===== config.mk =====
export PLATFORM = sky130hd
export DESIGN_NAME = vfsq_eval
export DESIGN_NICKNAME = d
export VERILOG_FILES = /design/src/rtl/core/vfsq_pkg.sv /design/src/rtl/core/vfsq_eval.sv
export SDC_FILE = /design/constraint.sdc
export NUM_CORES = 2
export LEC_CHECK = 0
export ABC_CLOCK_PERIOD_IN_PS = 13120
export BUFFER_PORTS_ARGS = -buffer_cell sky130_fd_sc_hd__buf_2
export CAP_MARGIN = 20
export CORE_MARGIN = 2
export CORE_UTILIZATION = 35
export DETAILED_ROUTE_END_ITERATION = 7
export GPL_ROUTABILITY_DRIVEN = 0
export PLACE_DENSITY = 0.59
export SETUP_SLACK_MARGIN = 0.2
export SLEW_MARGIN = 5
export SYNTH_ARGS = -nofsm -noshare
export SYNTH_HDL_FRONTEND = slang
export SYNTH_SLANG_ARGS = --single-unit

===== constraint.sdc =====
create_clock -name clk -period 13.12 [get_ports clk]
set_clock_uncertainty 0.05 [all_clocks]
set_input_delay 1.312 -clock clk [delete_from_list [all_inputs] [get_ports clk]]
set_output_delay 1.312 -clock clk [all_outputs]
set_load 0.02 [all_outputs]

===== src/rtl/core/vfsq_pkg.sv =====
package vfsq_pkg;

  localparam int CW = 15;

  localparam logic [1:0] KIND_WRITE = 2'd0;
  localparam logic [1:0] KIND_STATE = 2'd1;
  localparam logic [1:0] KIND_QUERY = 2'd2;

  localparam logic [1:0] MODE_CLOSEST = 2'd0;
  localparam logic [1:0] MODE_UNDER   = 2'd1;
  localparam logic [1:0] MODE_ABOVE   = 2'd2;

  typedef logic signed [CW-1:0] coord_t;

  typedef struct packed {
    logic   valid;
    logic   off;
    coord_t y2;
    coord_t x2;
    coord_t y1;
    coord_t x1;
  } entry_t;

  typedef struct packed {
    coord_t      px;
    coord_t      py;
    logic [14:0] range_above;
    logic [14:0] range_under;
    logic [1:0]  mode;
  } qry_t;

  typedef struct packed {
    logic               found;
    logic signed [15:0] new_y;
    logic               from_under;
  } res_t;

endpackage


===== src/rtl/core/vfsq_eval.sv =====
module vfsq_eval (
  input  logic             clk,
  input  logic             rst_n,
  input  logic             start,
  input  logic             rd_vld,
  input  vfsq_pkg::entry_t rd_data,
  input  vfsq_pkg::qry_t   qry,
  output logic             busy,
  output vfsq_pkg::res_t   res
);
  import vfsq_pkg::*;

  localparam int NS = 16;  // abs stage plus fifteen quotient steps

  logic elig;
  logic v1_r, v2_r, yv_r;
  logic signed [15:0] dx_r, dy_r;
  logic [14:0] den1_r, den2_r;
  coord_t y11_r, y12_r;
  logic signed [31:0] prod_r;
  logic [NS-1:0] vd_r;
  logic [NS-1:0] neg_r;
  logic [14:0] den_d_r [NS];
  coord_t      y1_d_r  [NS];
  logic [14:0] rem_r   [NS];
  logic [14:0] lq_r    [NS];
  logic [14:0] rem_nxt [NS];
  logic [14:0] lq_nxt  [NS];
  logic [31:0] mag;
  logic signed [16:0] qs, yat_nxt, yat_r;
  logic signed [16:0] py17, lim_a_r, lim_u_r;
  logic have_a_r, have_u_r;
  logic signed [16:0] gap_a, gap_u;
  logic pick, pick_under;

  // Segment is valid, not off, spans the query x and runs left to right.
  always_comb begin
    elig = rd_vld && rd_data.valid && !rd_data.off && (rd_data.x1 < rd_data.x2) &&
           (rd_data.x1 <= qry.px) && (qry.px <= rd_data.x2);
  end

  assign mag = prod_r[31] ? 32'(-prod_r) : 32'(prod_r);

  // Stage 0 loads the magnitude; one restoring step per later stage; quotient bits shift in as dividend bits leave.
  always_comb begin
    logic [15:0] t;
    rem_nxt[0] = mag[29:15];
    lq_nxt[0]  = mag[14:0];
    for (int k = 1; k < NS; k++) begin
      t = {rem_r[k-1], lq_r[k-1][14]};
      if (t >= {1'b0, den_d_r[k-1]}) begin
        rem_nxt[k] = 15'(t - {1'b0, den_d_r[k-1]});
        lq_nxt[k]  = {lq_r[k-1][13:0], 1'b1};
      end else begin
        rem_nxt[k] = t[14:0];
        lq_nxt[k]  = {lq_r[k-1][13:0], 1'b0};
      end
    end
  end

  always_comb begin
    qs = neg_r[NS-1] ? -$signed({2'b00, lq_r[NS-1]}) : $signed({2'b00, lq_r[NS-1]});
    yat_nxt = qs + {{2{y1_d_r[NS-1][14]}}, y1_d_r[NS-1]};
  end

  always_ff @(posedge clk) begin
    if (!rst_n) begin
      v1_r <= 1'b0;
      v2_r <= 1'b0;
      vd_r <= '0;
      yv_r <= 1'b0;
    end else begin
      v1_r <= elig;
      v2_r <= v1_r;
      vd_r <= {vd_r[NS-2:0], v2_r};
      yv_r <= vd_r[NS-1];
    end
  end

  always_ff @(posedge clk) begin
    dx_r   <= {qry.px[14], qry.px} - {rd_data.x1[14], rd_data.x1};
    dy_r   <= {rd_data.y2[14], rd_data.y2} - {rd_data.y1[14], rd_data.y1};
    den1_r <= 15'({rd_data.x2[14], rd_data.x2} - {rd_data.x1[14], rd_data.x1});
    y11_r  <= rd_data.y1;
    prod_r <= dy_r * dx_r;
    den2_r <= den1_r;
    y12_r  <= y11_r;
    neg_r[0]   <= prod_r[31];
    den_d_r[0] <= den2_r;
    y1_d_r[0]  <= y12_r;
    rem_r[0]   <= rem_nxt[0];
    lq_r[0]    <= lq_nxt[0];
    for (int k = 1; k < NS; k++) begin
      neg_r[k]   <= neg_r[k-1];
      den_d_r[k] <= den_d_r[k-1];
      y1_d_r[k]  <= y1_d_r[k-1];
      rem_r[k]   <= rem_nxt[k];
      lq_r[k]    <= lq_nxt[k];
    end
    yat_r <= yat_nxt;
  end

  assign py17 = {{2{qry.py[14]}}, qry.py};

  // Tighten the search window as hits arrive.
  always_ff @(posedge clk) begin
    if (!rst_n) begin
      have_a_r <= 1'b0;
      have_u_r <= 1'b0;
    end else if (start) begin
      have_a_r <= 1'b0;
      have_u_r <= 1'b0;
    end else if (yv_r) begin
      if (yat_r <= py17 && yat_r > lim_a_r) have_a_r <= 1'b1;
      if (yat_r >= py17 && yat_r < lim_u_r) have_u_r <= 1'b1;
    end
  end

  always_ff @(posedge clk) begin
    if (start) begin
      lim_a_r <= py17 - $signed({2'b00, qry.range_above});
      lim_u_r <= py17 + $signed({2'b00, qry.range_under});
    end else if (yv_r) begin
      if (yat_r <= py17 && yat_r > lim_a_r) lim_a_r <= yat_r;
      if (yat_r >= py17 && yat_r < lim_u_r) lim_u_r <= yat_r;
    end
  end

  assign gap_a = py17 - lim_a_r;
  assign gap_u = lim_u_r - py17;

  always_comb begin
    pick       = 1'b0;
    pick_under = 1'b0;
    unique case (qry.mode)
      MODE_CLOSEST: begin
        pick       = have_a_r | have_u_r;
        pick_under = have_u_r && !(have_a_r && gap_a < gap_u);
      end
      MODE_UNDER: begin
        pick       = have_a_r | have_u_r;
        pick_under = have_u_r;
      end
      MODE_ABOVE: begin
        pick       = have_a_r | have_u_r;
        pick_under = !have_a_r;
      end
      default: begin
        pick       = 1'b0;
        pick_under = 1'b0;
      end
    endcase
    res.found      = pick;
    res.from_under = pick & pick_under;
    if (pick) begin
      res.new_y = 16'((pick_under ? lim_u_r : lim_a_r) - 17'sd1);
    end else begin
      res.new_y = {qry.py[14], qry.py};
    end
  end

  assign busy = v1_r | v2_r | (|vd_r) | yv_r;

endmodule

### Yosys cells after proc, flatten, opt, wreduce, memory -nomap -nowiden

Memory sizes are Yosys's and may differ from the RTL's.
Index checks and enable logic that the tools add are counted.

* bits of input ports: 128
* output and inout port bits: 19
* memories: 4
* memory bits (read-only): 0
* RAM bits: 960
* register bits: 212
* latch bits: 0

Memories
* den_d_r: words 16, bits a word 15, read ports 15, clocked after Yosys merged registers in 0, wr ports 16, line vfsq_eval.sv:23 `logic [14:0] den_d_r [NS];`
* lq_r: words 16, bits a word 15, read ports 16, clocked after Yosys merged registers in 0, wr ports 16, line vfsq_eval.sv:26 `logic [14:0] lq_r [NS];`
* rem_r: words 16, bits a word 15, read ports 15, clocked after Yosys merged registers in 0, wr ports 16, line vfsq_eval.sv:25 `logic [14:0] rem_r [NS];`
* y1_d_r: words 16, bits a word 15, read ports 16, clocked after Yosys merged registers in 0, wr ports 16, line vfsq_eval.sv:24 `coord_t y1_d_r [NS];`

* add/sub/neg operators: 26
* $lt $le $gt $ge: 23
* mux-type cells: 42
* bitwise gates (word level): 6
* shift operators: 0
* equal/unequal tests: 2
* div/mod/pow operators: 0
* reductions and logical operators: 23
* multiply operators: 1

Operators by type and width (number)
* 16-bit by 15-bit >= comparator with 1-bit output: 15
* 15-bit subtractor: 16
* 15-bit two-way mux: 15
* 17-bit two-way mux: 7
* 17-bit < comparator: 2
* 16-bit by 16-bit multiplier with 32-bit output: 1
* 16-bit two-way mux: 2
* 15-bit by 15-bit subtractor with 16-bit output: 2
* 15-bit less-or-equal comparator: 2
* 30-bit two-way mux: 1
* 30-bit negation: 1
* 15-bit by 16-bit adder with 17-bit output: 1
* 17-bit adder: 1
* 17-bit by 15-bit >= comparator with 1-bit output: 1
* 17-bit greater-than comparator: 1
* 17-bit by 15-bit less-or-equal comparator with 1-bit output: 1
* 15-bit negation with 17-bit output: 1
* 15-bit by 16-bit subtractor with 17-bit output: 1
* 15-bit by 17-bit subtractor with 17-bit output: 1
* 17-bit by 15-bit subtractor with 17-bit output: 1
* 1-bit two-way mux: 16
* 16-bit OR reduction: 1
* 16-bit by 2-bit subtractor with 16-bit output (second input constant): 1
* 15-bit < comparator: 1
* other kinds (13): 31

### Depth between registers and ports, before layout

* depth in word-level cells: 9
* depth in mapped cells: 29
* depth with buffers taken out: 28

### Worst setup path after synthesis

No wires, ideal clock.

* path type: input -> output
* start point: in qry[33] (netlist bit)
* end point: out res[15] (netlist bit)
* data arrival time: 6816 ps
* data required time: 11758 ps
* stages on the path: 28
* setup slack: 4942 ps
* buffers on the path: 1
* path through: inv_1 > ha_1 > nor2b_1 > o31ai_1 > a21oi_1 > a41o_1 > o41ai_1 > o21bai_1 > a21oi_1 > xor2_1 > ha_1 > nand3_1 > o22ai_1 > nor3_1 > o211ai_1 > o21a_1 > nor2_1 > clkbuf_1 > nor2_1 > a21oi_1 > ha_1 > nand3_1 > nor2b_1 > nand3_1 > nor4_1 > xnor2_1 > mux2i_1 > o21ai_0

RTL lines
* start: declaration: line vfsq_eval.sv:7 `input vfsq_pkg::qry_t qry,`
* end: declaration: line vfsq_eval.sv:9 `output vfsq_pkg::res_t res`

==> results_dict.tcl <==
set metrics [dict create \
    drcViolationCount 0 \
    syn_inst 5512 \
    r2r_end "prod_r[31]$_DFF_P_" \
    layout-drive-gt1-share_pct 9.31 \
    grt_pass1_vias 39100 \
    synth_flop_cell "dfxtp_1" \
    period_minus_slack_ps 9100 \
    via_count 38100 \
    fin_util_pct 39.7 \
    max_cap_violations 0 \
    cts_setup_buffers 0 \
    seqCellArea_sq_um 23200 \
    hold_depth 0 \
    worstPathMaxFanout 18 \
    hold_path_end "lq_r[1][74]$_DFF_P_" \
    async_flop_share_pct 0 \
    final_nets 6639 \
    critPathLaunch "qry[33]" \
    min_from "lq_r[1][58]$_DFF_P_" \
    syn_to_final_growth_pct 12.5 \
    multi_input_area_sq_um 29500 \
    clk_pin_slew_ps 60 \
    rsz0062_at_grt "false" \
    via_per_inst 4.84 \
    drt-initial-drc-count 1868 \
    synth_fp_nets 6441 \
    syn-cell-area_sq_um 55900 \
    synth_edf_count 34 \
    core_area_sq_um 158000 \
    grt_max_degree 35 \
    cts_buffer_depth 3 \
    die_w_microns 404 \
    holdBufCountCts 0 \
    finalSetupViolCount 0 \
    placedCellCount 7666 \
    worst_slew_pin_slew_ps 980 \
    crit_arrival_ps 7740 \
    port_buffers 146 \
    post_cts_resized 0 \
    overflow 0 \
    period_share_pct 69.4 \
    ys_ff_latch 1141 \
    cts-root-buf "clkbuf_16" \
    drt-wirelength-per-cell_microns 15.5 \
    hold_viol_final 0 \
    critPathRequiredTime_ps 11760 \
    slew_headroom_pct 32.9 \
    reg2reg_setup_slack_ps 5980 \
    cts_tree "done" \
    yosys_warnings 0 \
    report.final.slew_viol_count 0 \
    final_antenna_net_count 0 \
    grt_antenna_before_repair 4 \
    io_pins 147 \
    slowest_delay_ps 570 \
    timing.rr.start "dx_r[1]$_DFF_P_" \
    synth_cell_type_count 81 \
    seq_area_frac_synth_pct 41.5 \
    grt_util_all_layers_pct 15.1 \
    fp.dieH_microns 404 \
    fillCellCount 15400 \
    syn_avg_cell_area_sq_um 10.1 \
    worstSetupPathType "in -> out" \
    slowest_stage "o41ai_1" \
    startpoint_type "input pin" \
    timing.fmax_mhz 110 \
    rows 146 \
    insertion_delay_ps 760 \
    tns_ps 0 \
    grt_first_pass_wirelength_mm 199 \
    instances_no_fill 7875 \
    drt-pass1-iter-count 5 \
    hp-class "reg -> reg" \
    hpwl_mm 96.1 \
    reg2reg_depth 19 \
    dieArea_sq_um 163000 \
    htree_levels 3 \
    clock_sinks 1141 \
    outcome "finished, final reports clean" \
    numCtsBuffers 114 \
    start_util_pct 35.3 \
    cp-end-kind "output pin" \
    routed_wirelength_mm 122 \
]
-- Yosys cell counts (all sizes together) (53+ instances only) --
| library cell | n | area (sq um) |
|---|---|---|
| clkbuf | 62 | 233 |
| fa | 284 | 5690 |
| a21oi | 219 | 1110 |
| o21a | 77 | 578 |
| nor2 | 321 | 1200 |
| nand3 | 92 | 460 |
| nor2b | 60 | 375 |
| nand2 | 316 | 1190 |
| ha | 517 | 6470 |
| xor2 | 57 | 499 |
| o21ai | 237 | 1190 |
| nor3 | 117 | 586 |
| nand2b | 55 | 344 |
| a21o | 64 | 480 |
| inv | 749 | 2810 |
| nand4 | 53 | 332 |
| mux2 | 157 | 1790 |
| and2 | 149 | 932 |
| dfxtp | 1107 | 22200 |
| xnor2 | 228 | 2000 |
-- how the worst max path moves through the flow --
stage / to / cells past startpoint
final: res[15] / 27
after global routing: res[15] / 27
after CTS: res[15] / 27
after detailed placement: res[15] / 27
after global placement: res[13] / 30
after floorplan: res[15] / 28
-- per-layer routing --
layer	share of wire (%)	wire length, microns	vias to the layer above	global-route usage, %
li1	-	-	19000	-
met1	43	53000	18200	18.2
met2	50	60800	689	27.1
met3	3.8	4680	247	2.22
met4	3.2	3910	0	5.30
met5	0	0	-	0
-- state kept, by name, indices dropped and copies added, names as in the netlist, 17 cells and up --
name / cells
rem_r: 225
prod_r: 31
yat_r: 17
y1_d_r: 240
den_d_r: 225
lim_a_r: 17
lq_r: 240
lim_u_r: 17
-- placed cells by master, fill, tap and decap left out, types with 39 or more instances in the layout --
master     Yosys  final
a21oi_1      217    216
nor2_1       321    321
fa_1         284    284
nand2_1      316    316
nand2b_1      55     55
nand4_1       53     53
xor2_1        57     57
and2_1       149    149
clkbuf_16      0    115
o21ai_0      223    221
a21o_1        64     64
nand3_1       92     92
dfxtp_1     1107   1107
inv_1        749    749
nor2b_1       60     60
mux2i_1       39     39
o21a_1        77     77
ha_1         517    517
xnor2_1      228    228
nor3_1       117    117
buf_2         10    146
mux2_2       143    143
-- layout make-up --
| class | count | area share [%] |
|---|---|---|
| Antenna cell | 1 | 0.00398 |
| Tap cell | 2072 | 4.13 |
| Timing Repair Buffer | 163 | 1.37 |
| Clock inverter | 41 | 0.810 |
| Clock buffer | 167 | 5.35 |
| Inverter | 750 | 4.48 |
| Sequential cell | 1141 | 36.9 |
| Multi-Input combinational cell | 3540 | 47.0 |
-- cell families after synthesis --
family          count (synthesis)  share of synthesized area [%]
buf+inv                       831                           5.68
flops                        1141                           41.5
compound gates                950                           11.2
xor+xnor                      285                           4.47
mux                           196                           3.91
fa+ha+maj                     801                           21.8
simple gates                 1308                           11.5
-- worst max-delay path, delay by kind of cell --
kind | cells | cell delay, ps
AOI/OAI and AO/OA | 10 | 2930
buffers and inverters | 4 | 850
muxes | 1 | 80
and+or+nand+nor | 7 | 1380
xor gates and xnor gates | 2 | 270
adders and majority gates | 3 | 920
-- stage by stage --
stage,setup slack [ps],hold slack [ps],instance area (sq um)
finish,4020,243,62800
global placement,4120,260,59000
CTS,4020,241,62800
floorplan,4940,260,55900
detailed placement,4040,262,59000
global route,3390,247,62800
Power is not shown: default switching activity piles up to over one toggle a cycle in this logic, so the estimate is an artifact.
